<file path="config.mk">
export PLATFORM = sky130hd
export DESIGN_NAME = iir_sixth_order_filter
export DESIGN_NICKNAME = d
export VERILOG_FILES = /design/src/rtl/iir6_pkg.sv /design/src/rtl/iir_sixth_order_filter.sv
export SDC_FILE = /design/constraint.sdc
export NUM_CORES = 2
export LEC_CHECK = 0
export BUFFER_PORTS_ARGS = -buffer_cell sky130_fd_sc_hd__buf_2
export CAP_MARGIN = 40
export CORE_MARGIN = 1
export CORE_UTILIZATION = 60
export CTS_CLUSTER_SIZE = 40
export DETAILED_ROUTE_END_ITERATION = 8
export GPL_TIMING_DRIVEN = 0
export PLACE_DENSITY = 0.88
export SYNTH_ARGS = -nofsm -noshare
export SYNTH_HDL_FRONTEND = slang
export SYNTH_SLANG_ARGS = --single-unit
</file>
<file path="constraint.sdc">
create_clock -name clock -period 14.8 [get_ports clock]
set_input_delay 0.74 -clock clock [delete_from_list [all_inputs] [get_ports clock]]
set_output_delay 0.74 -clock clock [all_outputs]
set_load 0.005 [all_outputs]
</file>
<file path="src/rtl/iir6_pkg.sv">
`timescale 1ns / 1ps
// ----------------------------------------------------------------------------
// iir6_pkg: shared constants for the sixth-order IIR filter
// Register map, coefficient format, multiplier width and output gain.
// ----------------------------------------------------------------------------
package iir6_pkg;

   // Defaults for the top-level parameters.
   localparam int DEF_FILTER_ORDER = 6;
   localparam int DEF_SAMPLE_WIDTH = 16;

   // Coefficients are signed Q6.18 in 24 bits, two packed per register.
   localparam int COEF_W     = 24;
   localparam int CSR_DATA_W = 2 * COEF_W;
   localparam int NUM_CSR    = 7;
   localparam int CSR_IDX_W  = 3;

   // Flat coefficient list: b0..b6 at 0..6, a1..a6 at 7..12.
   localparam int NUM_COEF    = 13;
   localparam int COEF_SEL_W  = 4;
   localparam int COEF_A1_SEL = 7;

   typedef enum logic [CSR_IDX_W-1:0] {
      CSR_COEF_B0_B1 = 3'd0,
      CSR_COEF_B2_B3 = 3'd1,
      CSR_COEF_B4_B5 = 3'd2,
      CSR_COEF_B6_A1 = 3'd3,
      CSR_COEF_A2_A3 = 3'd4,
      CSR_COEF_A4_A5 = 3'd5,
      CSR_COEF_A6    = 3'd6
   } csr_idx_type;

   // b0 = 1.0 after reset, every other coefficient zero.
   localparam logic [CSR_DATA_W-1:0] COEF_B0_B1_RESET = 48'd262144;

   // Shared signed multiplier operand width; covers coefficients, samples
   // up to 24 bits, accumulator chunks and the gain.
   localparam int MUL_W   = 25;
   localparam int MUL_P_W = 2 * MUL_W;

   // Output gain 0.9 as 58982 / 2^16, and the accumulator chunk size used
   // when applying it.
   localparam int GAIN_NUM = 58982;
   localparam int CHUNK_W  = 24;

   // Accumulator is Q.33; gain adds 16 fractional bits: shift by 34 to Q1.15.
   localparam int OUT_SHIFT = 34;

endpackage

</file>
<file path="src/rtl/iir_sixth_order_filter.sv">
`timescale 1ns / 1ps
// ----------------------------------------------------------------------------
// iir_sixth_order_filter: direct-form-I IIR filter with output gain of 0.9
// Usage:
//   req_*  input samples; a transfer happens when req_valid is high and
//          req_stall is low. req_stall stays high while a sample is in work.
//   rsp_*  filtered samples, one per input sample, held in an output
//          register until the receiver takes it (rsp_valid high, rsp_stall
//          low). A new input is taken while a finished result still waits.
//   csr_*  coefficient writes, always ready; write only while idle.
//          Index 7 is ignored.
// Timing: one multiplier serves all taps and the gain. A sample passes through
//   the states MAC (2*FILTER_ORDER+1 tap products), DRAIN, SCALE
//   (ceil((SAMPLE_WIDTH+28)/24) gain products), SDRAIN and FINISH; no new
//   input is taken before it is done. If the previous
//   result is still stalled when the next one is done, the block holds it
//   and does not take new input until the output register frees up.
// Reset: synchronous; clears both histories to zero and sets b0 = 1.0 with
//   all other coefficients zero.
// ----------------------------------------------------------------------------
module iir_sixth_order_filter #(
   parameter int FILTER_ORDER = iir6_pkg::DEF_FILTER_ORDER,
   parameter int SAMPLE_WIDTH = iir6_pkg::DEF_SAMPLE_WIDTH
) (
   input  logic                                 clock,
   input  logic                                 reset,
   input  logic                                 req_valid,
   output logic                                 req_stall,
   input  logic signed [SAMPLE_WIDTH-1:0]       req_sample_in,
   input  logic                                 req_block_end_in,
   output logic                                 rsp_valid,
   input  logic                                 rsp_stall,
   output logic signed [SAMPLE_WIDTH-1:0]       rsp_sample_out,
   output logic                                 rsp_block_end_out,
   input  logic                                 csr_valid,
   output logic                                 csr_ready,
   input  logic [iir6_pkg::CSR_IDX_W-1:0]       csr_index,
   input  logic [iir6_pkg::CSR_DATA_W-1:0]      csr_wdata
);
   import iir6_pkg::*;

   localparam int NTAPS  = 2 * FILTER_ORDER + 1;
   localparam int TAP_W  = $clog2(NTAPS);
   localparam int HIDX_W = (FILTER_ORDER > 1) ? $clog2(FILTER_ORDER) : 1;
   localparam int ACC_W  = SAMPLE_WIDTH + COEF_W + 4;
   localparam int NCHUNK = (ACC_W + CHUNK_W - 1) / CHUNK_W;
   localparam int CH_W   = (NCHUNK > 1) ? $clog2(NCHUNK) : 1;
   localparam int PAD_W  = NCHUNK * CHUNK_W;
   localparam int PROD_W = PAD_W + 17;
   localparam int Y_W    = PROD_W - OUT_SHIFT;

   localparam logic signed [Y_W-1:0] Y_MAX = Y_W'((64'sd1 <<< (SAMPLE_WIDTH - 1)) - 64'sd1);
   localparam logic signed [Y_W-1:0] Y_MIN = -Y_MAX - Y_W'(1);
   localparam logic signed [PROD_W-1:0] ROUND_HALF =
      {{(PROD_W-OUT_SHIFT){1'b0}}, 1'b1, {(OUT_SHIFT-1){1'b0}}};
   localparam logic signed [MUL_W-1:0] GAIN_OP = MUL_W'(GAIN_NUM);

   typedef enum logic [2:0] {
      ST_IDLE,
      ST_MAC,
      ST_DRAIN,
      ST_SCALE,
      ST_SDRAIN,
      ST_FINISH
   } state_type;

   // Configuration registers.
   logic [CSR_DATA_W-1:0] coef_ff [NUM_CSR];

   // Sequencer and output register.
   state_type                       state_ff, state_in;
   logic                            rsp_valid_ff, rsp_valid_in;
   logic signed [SAMPLE_WIDTH-1:0]  rsp_sample_ff, rsp_sample_in;
   logic                            rsp_be_ff, rsp_be_in;
   logic [TAP_W-1:0]                tap_ff, tap_in;
   logic [CH_W-1:0]                 chunk_ff, chunk_in;
   logic                            mac_tag_ff, mac_tag_in;
   logic                            scl_tag_ff, scl_tag_in;

   // Datapath.
   logic signed [SAMPLE_WIDTH-1:0]  x_ff, x_in;
   logic                            be_ff, be_in;
   logic signed [SAMPLE_WIDTH-1:0]  xh_ff [FILTER_ORDER];
   logic signed [SAMPLE_WIDTH-1:0]  yh_ff [FILTER_ORDER];
   logic                            hist_shift;
   logic signed [MUL_P_W-1:0]       prod_ff, prod_in;
   logic signed [ACC_W-1:0]         acc_ff, acc_in;
   logic signed [PAD_W-1:0]         sr_ff, sr_in;
   logic signed [PROD_W-1:0]        p_ff, p_in;

   logic signed [COEF_W-1:0]        coef_arr [NUM_COEF];
   logic [COEF_SEL_W-1:0]           coef_sel;
   logic [TAP_W-1:0]                xh_idx, yh_idx;
   logic signed [SAMPLE_WIDTH-1:0]  samp_sel;
   logic signed [MUL_W-1:0]         mul_a, mul_b;
   logic signed [PROD_W-1:0]        p_round;
   logic signed [Y_W-1:0]           y_wide;
   logic signed [SAMPLE_WIDTH-1:0]  y_sat;

   assign req_stall         = (state_ff != ST_IDLE);
   assign rsp_valid         = rsp_valid_ff;
   assign rsp_sample_out    = rsp_sample_ff;
   assign rsp_block_end_out = rsp_be_ff;
   assign csr_ready         = 1'b1;

   // Coefficient registers. The last register holds a single coefficient.
   always_ff @(posedge clock) begin
      if (reset) begin
         for (int i = 0; i < NUM_CSR; i++) begin
            coef_ff[i] <= '0;
         end
         coef_ff[CSR_COEF_B0_B1] <= COEF_B0_B1_RESET;
      end else if (csr_valid && csr_ready) begin
         if (csr_index == CSR_COEF_A6) begin
            coef_ff[CSR_COEF_A6] <= {{COEF_W{1'b0}}, csr_wdata[COEF_W-1:0]};
         end else if (int'(csr_index) < NUM_CSR) begin
            coef_ff[csr_index] <= csr_wdata;
         end
      end
   end

   // Unpack into the flat b0..b6, a1..a6 list.
   always_comb begin
      for (int k = 0; k < NUM_COEF; k++) begin
         if (k[0]) begin
            coef_arr[k] = coef_ff[k >> 1][CSR_DATA_W-1:COEF_W];
         end else begin
            coef_arr[k] = coef_ff[k >> 1][COEF_W-1:0];
         end
      end
   end

   // Tap t: 0 is b0*x, 1..N are bk*x[n-k], N+1..2N are ak*y[n-k].
   always_comb begin
      xh_idx = tap_ff - TAP_W'(1);
      yh_idx = tap_ff - TAP_W'(FILTER_ORDER + 1);
      if (tap_ff <= TAP_W'(FILTER_ORDER)) begin
         coef_sel = COEF_SEL_W'(tap_ff);
      end else begin
         coef_sel = COEF_SEL_W'(tap_ff) - COEF_SEL_W'(FILTER_ORDER) + COEF_SEL_W'(COEF_A1_SEL - 1);
      end
      if (tap_ff == '0) begin
         samp_sel = x_ff;
      end else if (tap_ff <= TAP_W'(FILTER_ORDER)) begin
         samp_sel = xh_ff[xh_idx[HIDX_W-1:0]];
      end else begin
         samp_sel = yh_ff[yh_idx[HIDX_W-1:0]];
      end
   end

   // Shared multiplier operands. During the gain pass the accumulator is fed
   // in 24-bit chunks, most significant (signed) chunk first.
   always_comb begin
      if (state_ff == ST_SCALE) begin
         if (chunk_ff == '0) begin
            mul_a = {sr_ff[PAD_W-1], sr_ff[PAD_W-1 -: CHUNK_W]};
         end else begin
            mul_a = {1'b0, sr_ff[PAD_W-1 -: CHUNK_W]};
         end
         mul_b = GAIN_OP;
      end else begin
         mul_a = MUL_W'(coef_arr[coef_sel]);
         mul_b = MUL_W'(samp_sel);
      end
      prod_in = mul_a * mul_b;
   end

   // Round half up, floor shift and saturate.
   always_comb begin
      p_round = p_ff + ROUND_HALF;
      y_wide  = Y_W'(p_round >>> OUT_SHIFT);
      if (y_wide > Y_MAX) begin
         y_sat = SAMPLE_WIDTH'(Y_MAX);
      end else if (y_wide < Y_MIN) begin
         y_sat = SAMPLE_WIDTH'(Y_MIN);
      end else begin
         y_sat = SAMPLE_WIDTH'(y_wide);
      end
   end

   // Sequencer next state and datapath control.
   always_comb begin
      state_in      = state_ff;
      rsp_valid_in  = rsp_valid_ff && rsp_stall;
      rsp_sample_in = rsp_sample_ff;
      rsp_be_in     = rsp_be_ff;
      tap_in        = tap_ff;
      chunk_in      = chunk_ff;
      mac_tag_in    = (state_ff == ST_MAC);
      scl_tag_in    = (state_ff == ST_SCALE);
      x_in          = x_ff;
      be_in         = be_ff;
      hist_shift    = 1'b0;
      sr_in         = sr_ff;

      // Products land in the cycle after issue, via prod_ff, and are summed as they arrive.
      if (mac_tag_ff) begin
         acc_in = acc_ff + ACC_W'(prod_ff);
      end else begin
         acc_in = acc_ff;
      end
      if (scl_tag_ff) begin
         p_in = (p_ff <<< CHUNK_W) + PROD_W'(prod_ff);
      end else begin
         p_in = p_ff;
      end

      unique case (state_ff)
         ST_IDLE: begin
            if (req_valid) begin
               x_in     = req_sample_in;
               be_in    = req_block_end_in;
               acc_in   = '0;
               tap_in   = '0;
               state_in = ST_MAC;
            end
         end
         ST_MAC: begin
            tap_in = tap_ff + TAP_W'(1);
            if (tap_ff == TAP_W'(NTAPS - 1)) begin
               state_in = ST_DRAIN;
            end
         end
         ST_DRAIN: begin
            sr_in    = PAD_W'(acc_in);
            p_in     = '0;
            chunk_in = '0;
            state_in = ST_SCALE;
         end
         ST_SCALE: begin
            sr_in    = sr_ff << CHUNK_W;
            chunk_in = chunk_ff + CH_W'(1);
            if (chunk_ff == CH_W'(NCHUNK - 1)) begin
               state_in = ST_SDRAIN;
            end
         end
         ST_SDRAIN: begin
            state_in = ST_FINISH;
         end
         ST_FINISH: begin
            // Wait here while the previous result is still stalled.
            if (!rsp_valid_ff || !rsp_stall) begin
               rsp_valid_in  = 1'b1;
               rsp_sample_in = y_sat;
               rsp_be_in     = be_ff;
               hist_shift    = 1'b1;
               state_in      = ST_IDLE;
            end
         end
         default: begin
            state_in = ST_IDLE;
         end
      endcase
   end

   always_ff @(posedge clock) begin
      if (reset) begin
         state_ff     <= ST_IDLE;
         rsp_valid_ff <= 1'b0;
         mac_tag_ff   <= 1'b0;
         scl_tag_ff   <= 1'b0;
         tap_ff       <= '0;
         chunk_ff     <= '0;
      end else begin
         state_ff     <= state_in;
         rsp_valid_ff <= rsp_valid_in;
         mac_tag_ff   <= mac_tag_in;
         scl_tag_ff   <= scl_tag_in;
         tap_ff       <= tap_in;
         chunk_ff     <= chunk_in;
      end
      rsp_sample_ff <= rsp_sample_in;
      rsp_be_ff     <= rsp_be_in;
   end

   always_ff @(posedge clock) begin
      x_ff    <= x_in;
      be_ff   <= be_in;
      prod_ff <= prod_in;
      acc_ff  <= acc_in;
      sr_ff   <= sr_in;
      p_ff    <= p_in;
   end

   // Input and output histories, newest at index 0.
   always_ff @(posedge clock) begin
      if (reset) begin
         for (int i = 0; i < FILTER_ORDER; i++) begin
            xh_ff[i] <= '0;
            yh_ff[i] <= '0;
         end
      end else if (hist_shift) begin
         xh_ff[0] <= x_ff;
         yh_ff[0] <= y_sat;
         for (int i = 1; i < FILTER_ORDER; i++) begin
            xh_ff[i] <= xh_ff[i-1];
            yh_ff[i] <= yh_ff[i-1];
         end
      end
   end

endmodule
</file>
==> qor.csv <==
metric,value,unit
"critical path fanouts, max",10,
total gr overflow,0,
Post-synth EDFFs,538,
clk_lat worst skew,0.66,ns
Post-synth ARST share,0,
Sw Ratio,0.4777,
total power,13.11,mW
routed wire length,183700,µm
vias per inst,6.289,
R2R Setup Slk,1.47,ns
"leading cell type in the layout, fill and taps excluded",inv_1,
Mean Syn Cell Area,10.53,µm²
RSZ-0062 raised after global routing,no,
initial antenna violation count,11,
P&R area growth vs syn,9.450,%
Initial DRT Pass Iterations,9,
CP dominant cell by count,fa_1,
CP Class,register to register,
Slew HR,0.2833,
Psw,6.264,mW
post-synthesis sequential area ratio,0.3616,
core area,0.09347,mm²
DR WL/cell,26.46,µm
root buffer cell,clkbuf_16,
min-delay worst type,input pin to register,
share of cells above drive strength 1,0.08848,
pwr dens,211.1,mW/mm²
Max Buffers Root-to-Sink,3,
internal power,6.848,mW
number of warnings issued by yosys,0,
final hold vios,0,
"Arr. time, crit path",13.87,ns
GPL Wtd Cong,1.028,
Final nets,6532,
Final Setup Violations,0,
design area,0.06211,mm²
Synth Register Bits,756,
Worst Path Required,15.34,ns
via count,43660,
Crit path largest cell delay,0.64,ns
hold path depth,1,
worst vdd ir,287.5,µV
most frequent cells in the layout,"inv_1, nor2_1, fa_1",
input/output buffers,91,
slowest CP cell,clkbuf_1,
clock power share,0.152,
TritonCTS clock tree,yes,
Final Non-Filler Cells,6943,
Seq pwr share,0.223,
hold_buf cts,0,
Max Cap Viol,0,
max-slew violations,0,
Fin Clk Skew,0.03890,ns
Hold Crit Endpoint,x_ff[14],
DIE WIDTH,309.5,µm
Syn Std Cell Area,0.05675,mm²
Iter 0 DRT Violations,5960,
Placed Area,0.05949,mm²
Worst-path clk slew,0.06,ns
die height,309.5,µm
Hold Startpoint,req_sample_in[14],
DP HPWL,139700,µm
vias in the first global route,43710,
count of different cell masters after synthesis,91,
num rows,112,
Top Ports,93,
CTS Buf Count,75,
# DRC,0,
post-CTS sizing,0,
Crit. End Element,register,
Final Cycle Share,0.9007,
H-tree levels,3,
Combinational Power Share,0.625,
setup TNS,0,ns
Reg2Reg Depth,41,
fmax,75.02,MHz
gr usage total,0.3907,
CTS Sinks,756,
CP Launch Type,register,
Routed Antenna Nets,0,
Hold Worst Slack,0.2658,ns
Tmin final,13.33,ns
Initial Util,0.6071,
first-pass GRT wire length,271400,µm
worst-margin pin slew,1.075,ns
postcts setup bufs,0,
commonest register cell after synthesis,edfxtp_1,
reg2reg end,prod_ff[43],
area of the die,0.09582,mm²
largest net degree at the start of global routing,68,
Critical R2R Launch,tap_ff[0],
DP Cell Count,6789,
Leakage,27.45,nW
outcome,finished clean,
Syn Nets,6299,
Syn Inst Count,5389,
[cells by family after synthesis]
logic type / after synthesis / share of synthesized area
AND/OR/NAND/NOR: 1663 / 0.1329
buffers and inverters: 1012 / 0.06899
adder cells (fa/ha/maj): 838 / 0.2646
flip-flops: 756 / 0.3616
AO/OA/AOI/OAI: 709 / 0.07990
multiplexers: 254 / 0.06784
XOR/XNOR: 156 / 0.02408
other: 1 / 0.00006608
[power groups by stage]
stage	Combinational, mW	Sequential, mW	Clock [mW]
finish	8.20	2.92	1.99
global route	8.89	2.93	2.05
global placement	7.66	2.94	0
detailed placement	7.81	2.94	0
CTS	7.94	2.90	1.97
floorplan	5.47	2.80	0
[final cells by class]
| cell class | count | area (µm²) |
|---|---|---|
| diodes | 4 | 10.01 |
| plain buffers | 254 | 1071 |
| clock buffers | 107 | 2183 |
| clock inverters | 33 | 342.8 |
| fillers | 6805 | 31360 |
| inverters | 758 | 2845 |
| multi-input cells | 3621 | 32360 |
| flip-flops and latches | 756 | 20520 |
| well taps | 1254 | 1569 |
| repair buffers | 156 | 1206 |
[how the worst max path moves through the flow]
stage	from	endpoint	slack [ns]	depth (start not counted)
2_1_floorplan	tap_ff[0]	prod_ff[46]	5.10	40
3_3_place_gp	tap_ff[0]	prod_ff[43]	1.46	39
3_5_place_dp	tap_ff[0]	prod_ff[49]	1.77	41
4_1_cts	tap_ff[0]	prod_ff[49]	1.67	41
5_1_grt	tap_ff[0]	prod_ff[43]	1.03	41
6_report	tap_ff[0]	prod_ff[43]	1.47	41
[routing by layer]
metal	vias up	track usage	routed length, µm
li1	18260	-	-
met1	21300	0.5014	64660
met2	3275	0.5770	79360
met3	819	0.1259	25940
met4	10	0.2418	13710
met5	-	0	74
[registers in the layout (all words and copies together) (netlist names)]
signal             flops
acc_ff                44
be_ff                  1
chunk_ff               1
coef_ff              312
mac_tag_ff             1
p_ff                  65
prod_ff               50
rsp_block_end_out      1
rsp_sample_out        16
rsp_valid              1
scl_tag_ff             1
sr_ff                 48
state_ff               3
tap_ff                 4
x_ff                  16
xh_ff                 96
yh_ff                 96
[cells in the mapped netlist, drive strengths merged, types with 59 or more instances]
library cell | instances | area share
nor2 | 743 | 0.049
edfxtp | 538 | 0.28
mux4 | 104 | 0.041
xnor2 | 97 | 0.015
nand2b | 60 | 0.0066
inv | 758 | 0.050
nand2 | 384 | 0.025
mux2i | 145 | 0.026
a21oi | 232 | 0.021
fa | 604 | 0.21
o21ai | 148 | 0.013
and2 | 228 | 0.025
dfxtp | 218 | 0.077
clkbuf | 161 | 0.011
xor2 | 59 | 0.0091
a21o | 80 | 0.011
buf | 93 | 0.0082
ha | 233 | 0.051
[worst max-delay path: cells and delay by family, from the launching register on]
| kind | cells | cell delay, ns |
|---|---|---|
| buffers and inverters | 14 | 4.30 |
| AND/OR/NAND/NOR | 7 | 1.45 |
| multiplexers | 1 | 0.42 |
| XOR/XNOR | 1 | 0.20 |
| adder cells (fa/ha/maj) | 9 | 4.28 |
| AO/OA/AOI/OAI | 9 | 2.20 |
| flip-flops | 1 | 0.35 |
[stage by stage]
step                        util  setup WS (ns)
after floorplan                -          5.097
after global placement    0.6288          1.459
after detailed placement  0.6365          1.768
after CTS                 0.6635          1.669
after global routing      0.6644          1.031
final                     0.6645          1.469
(Power assumes the default switching activity.)
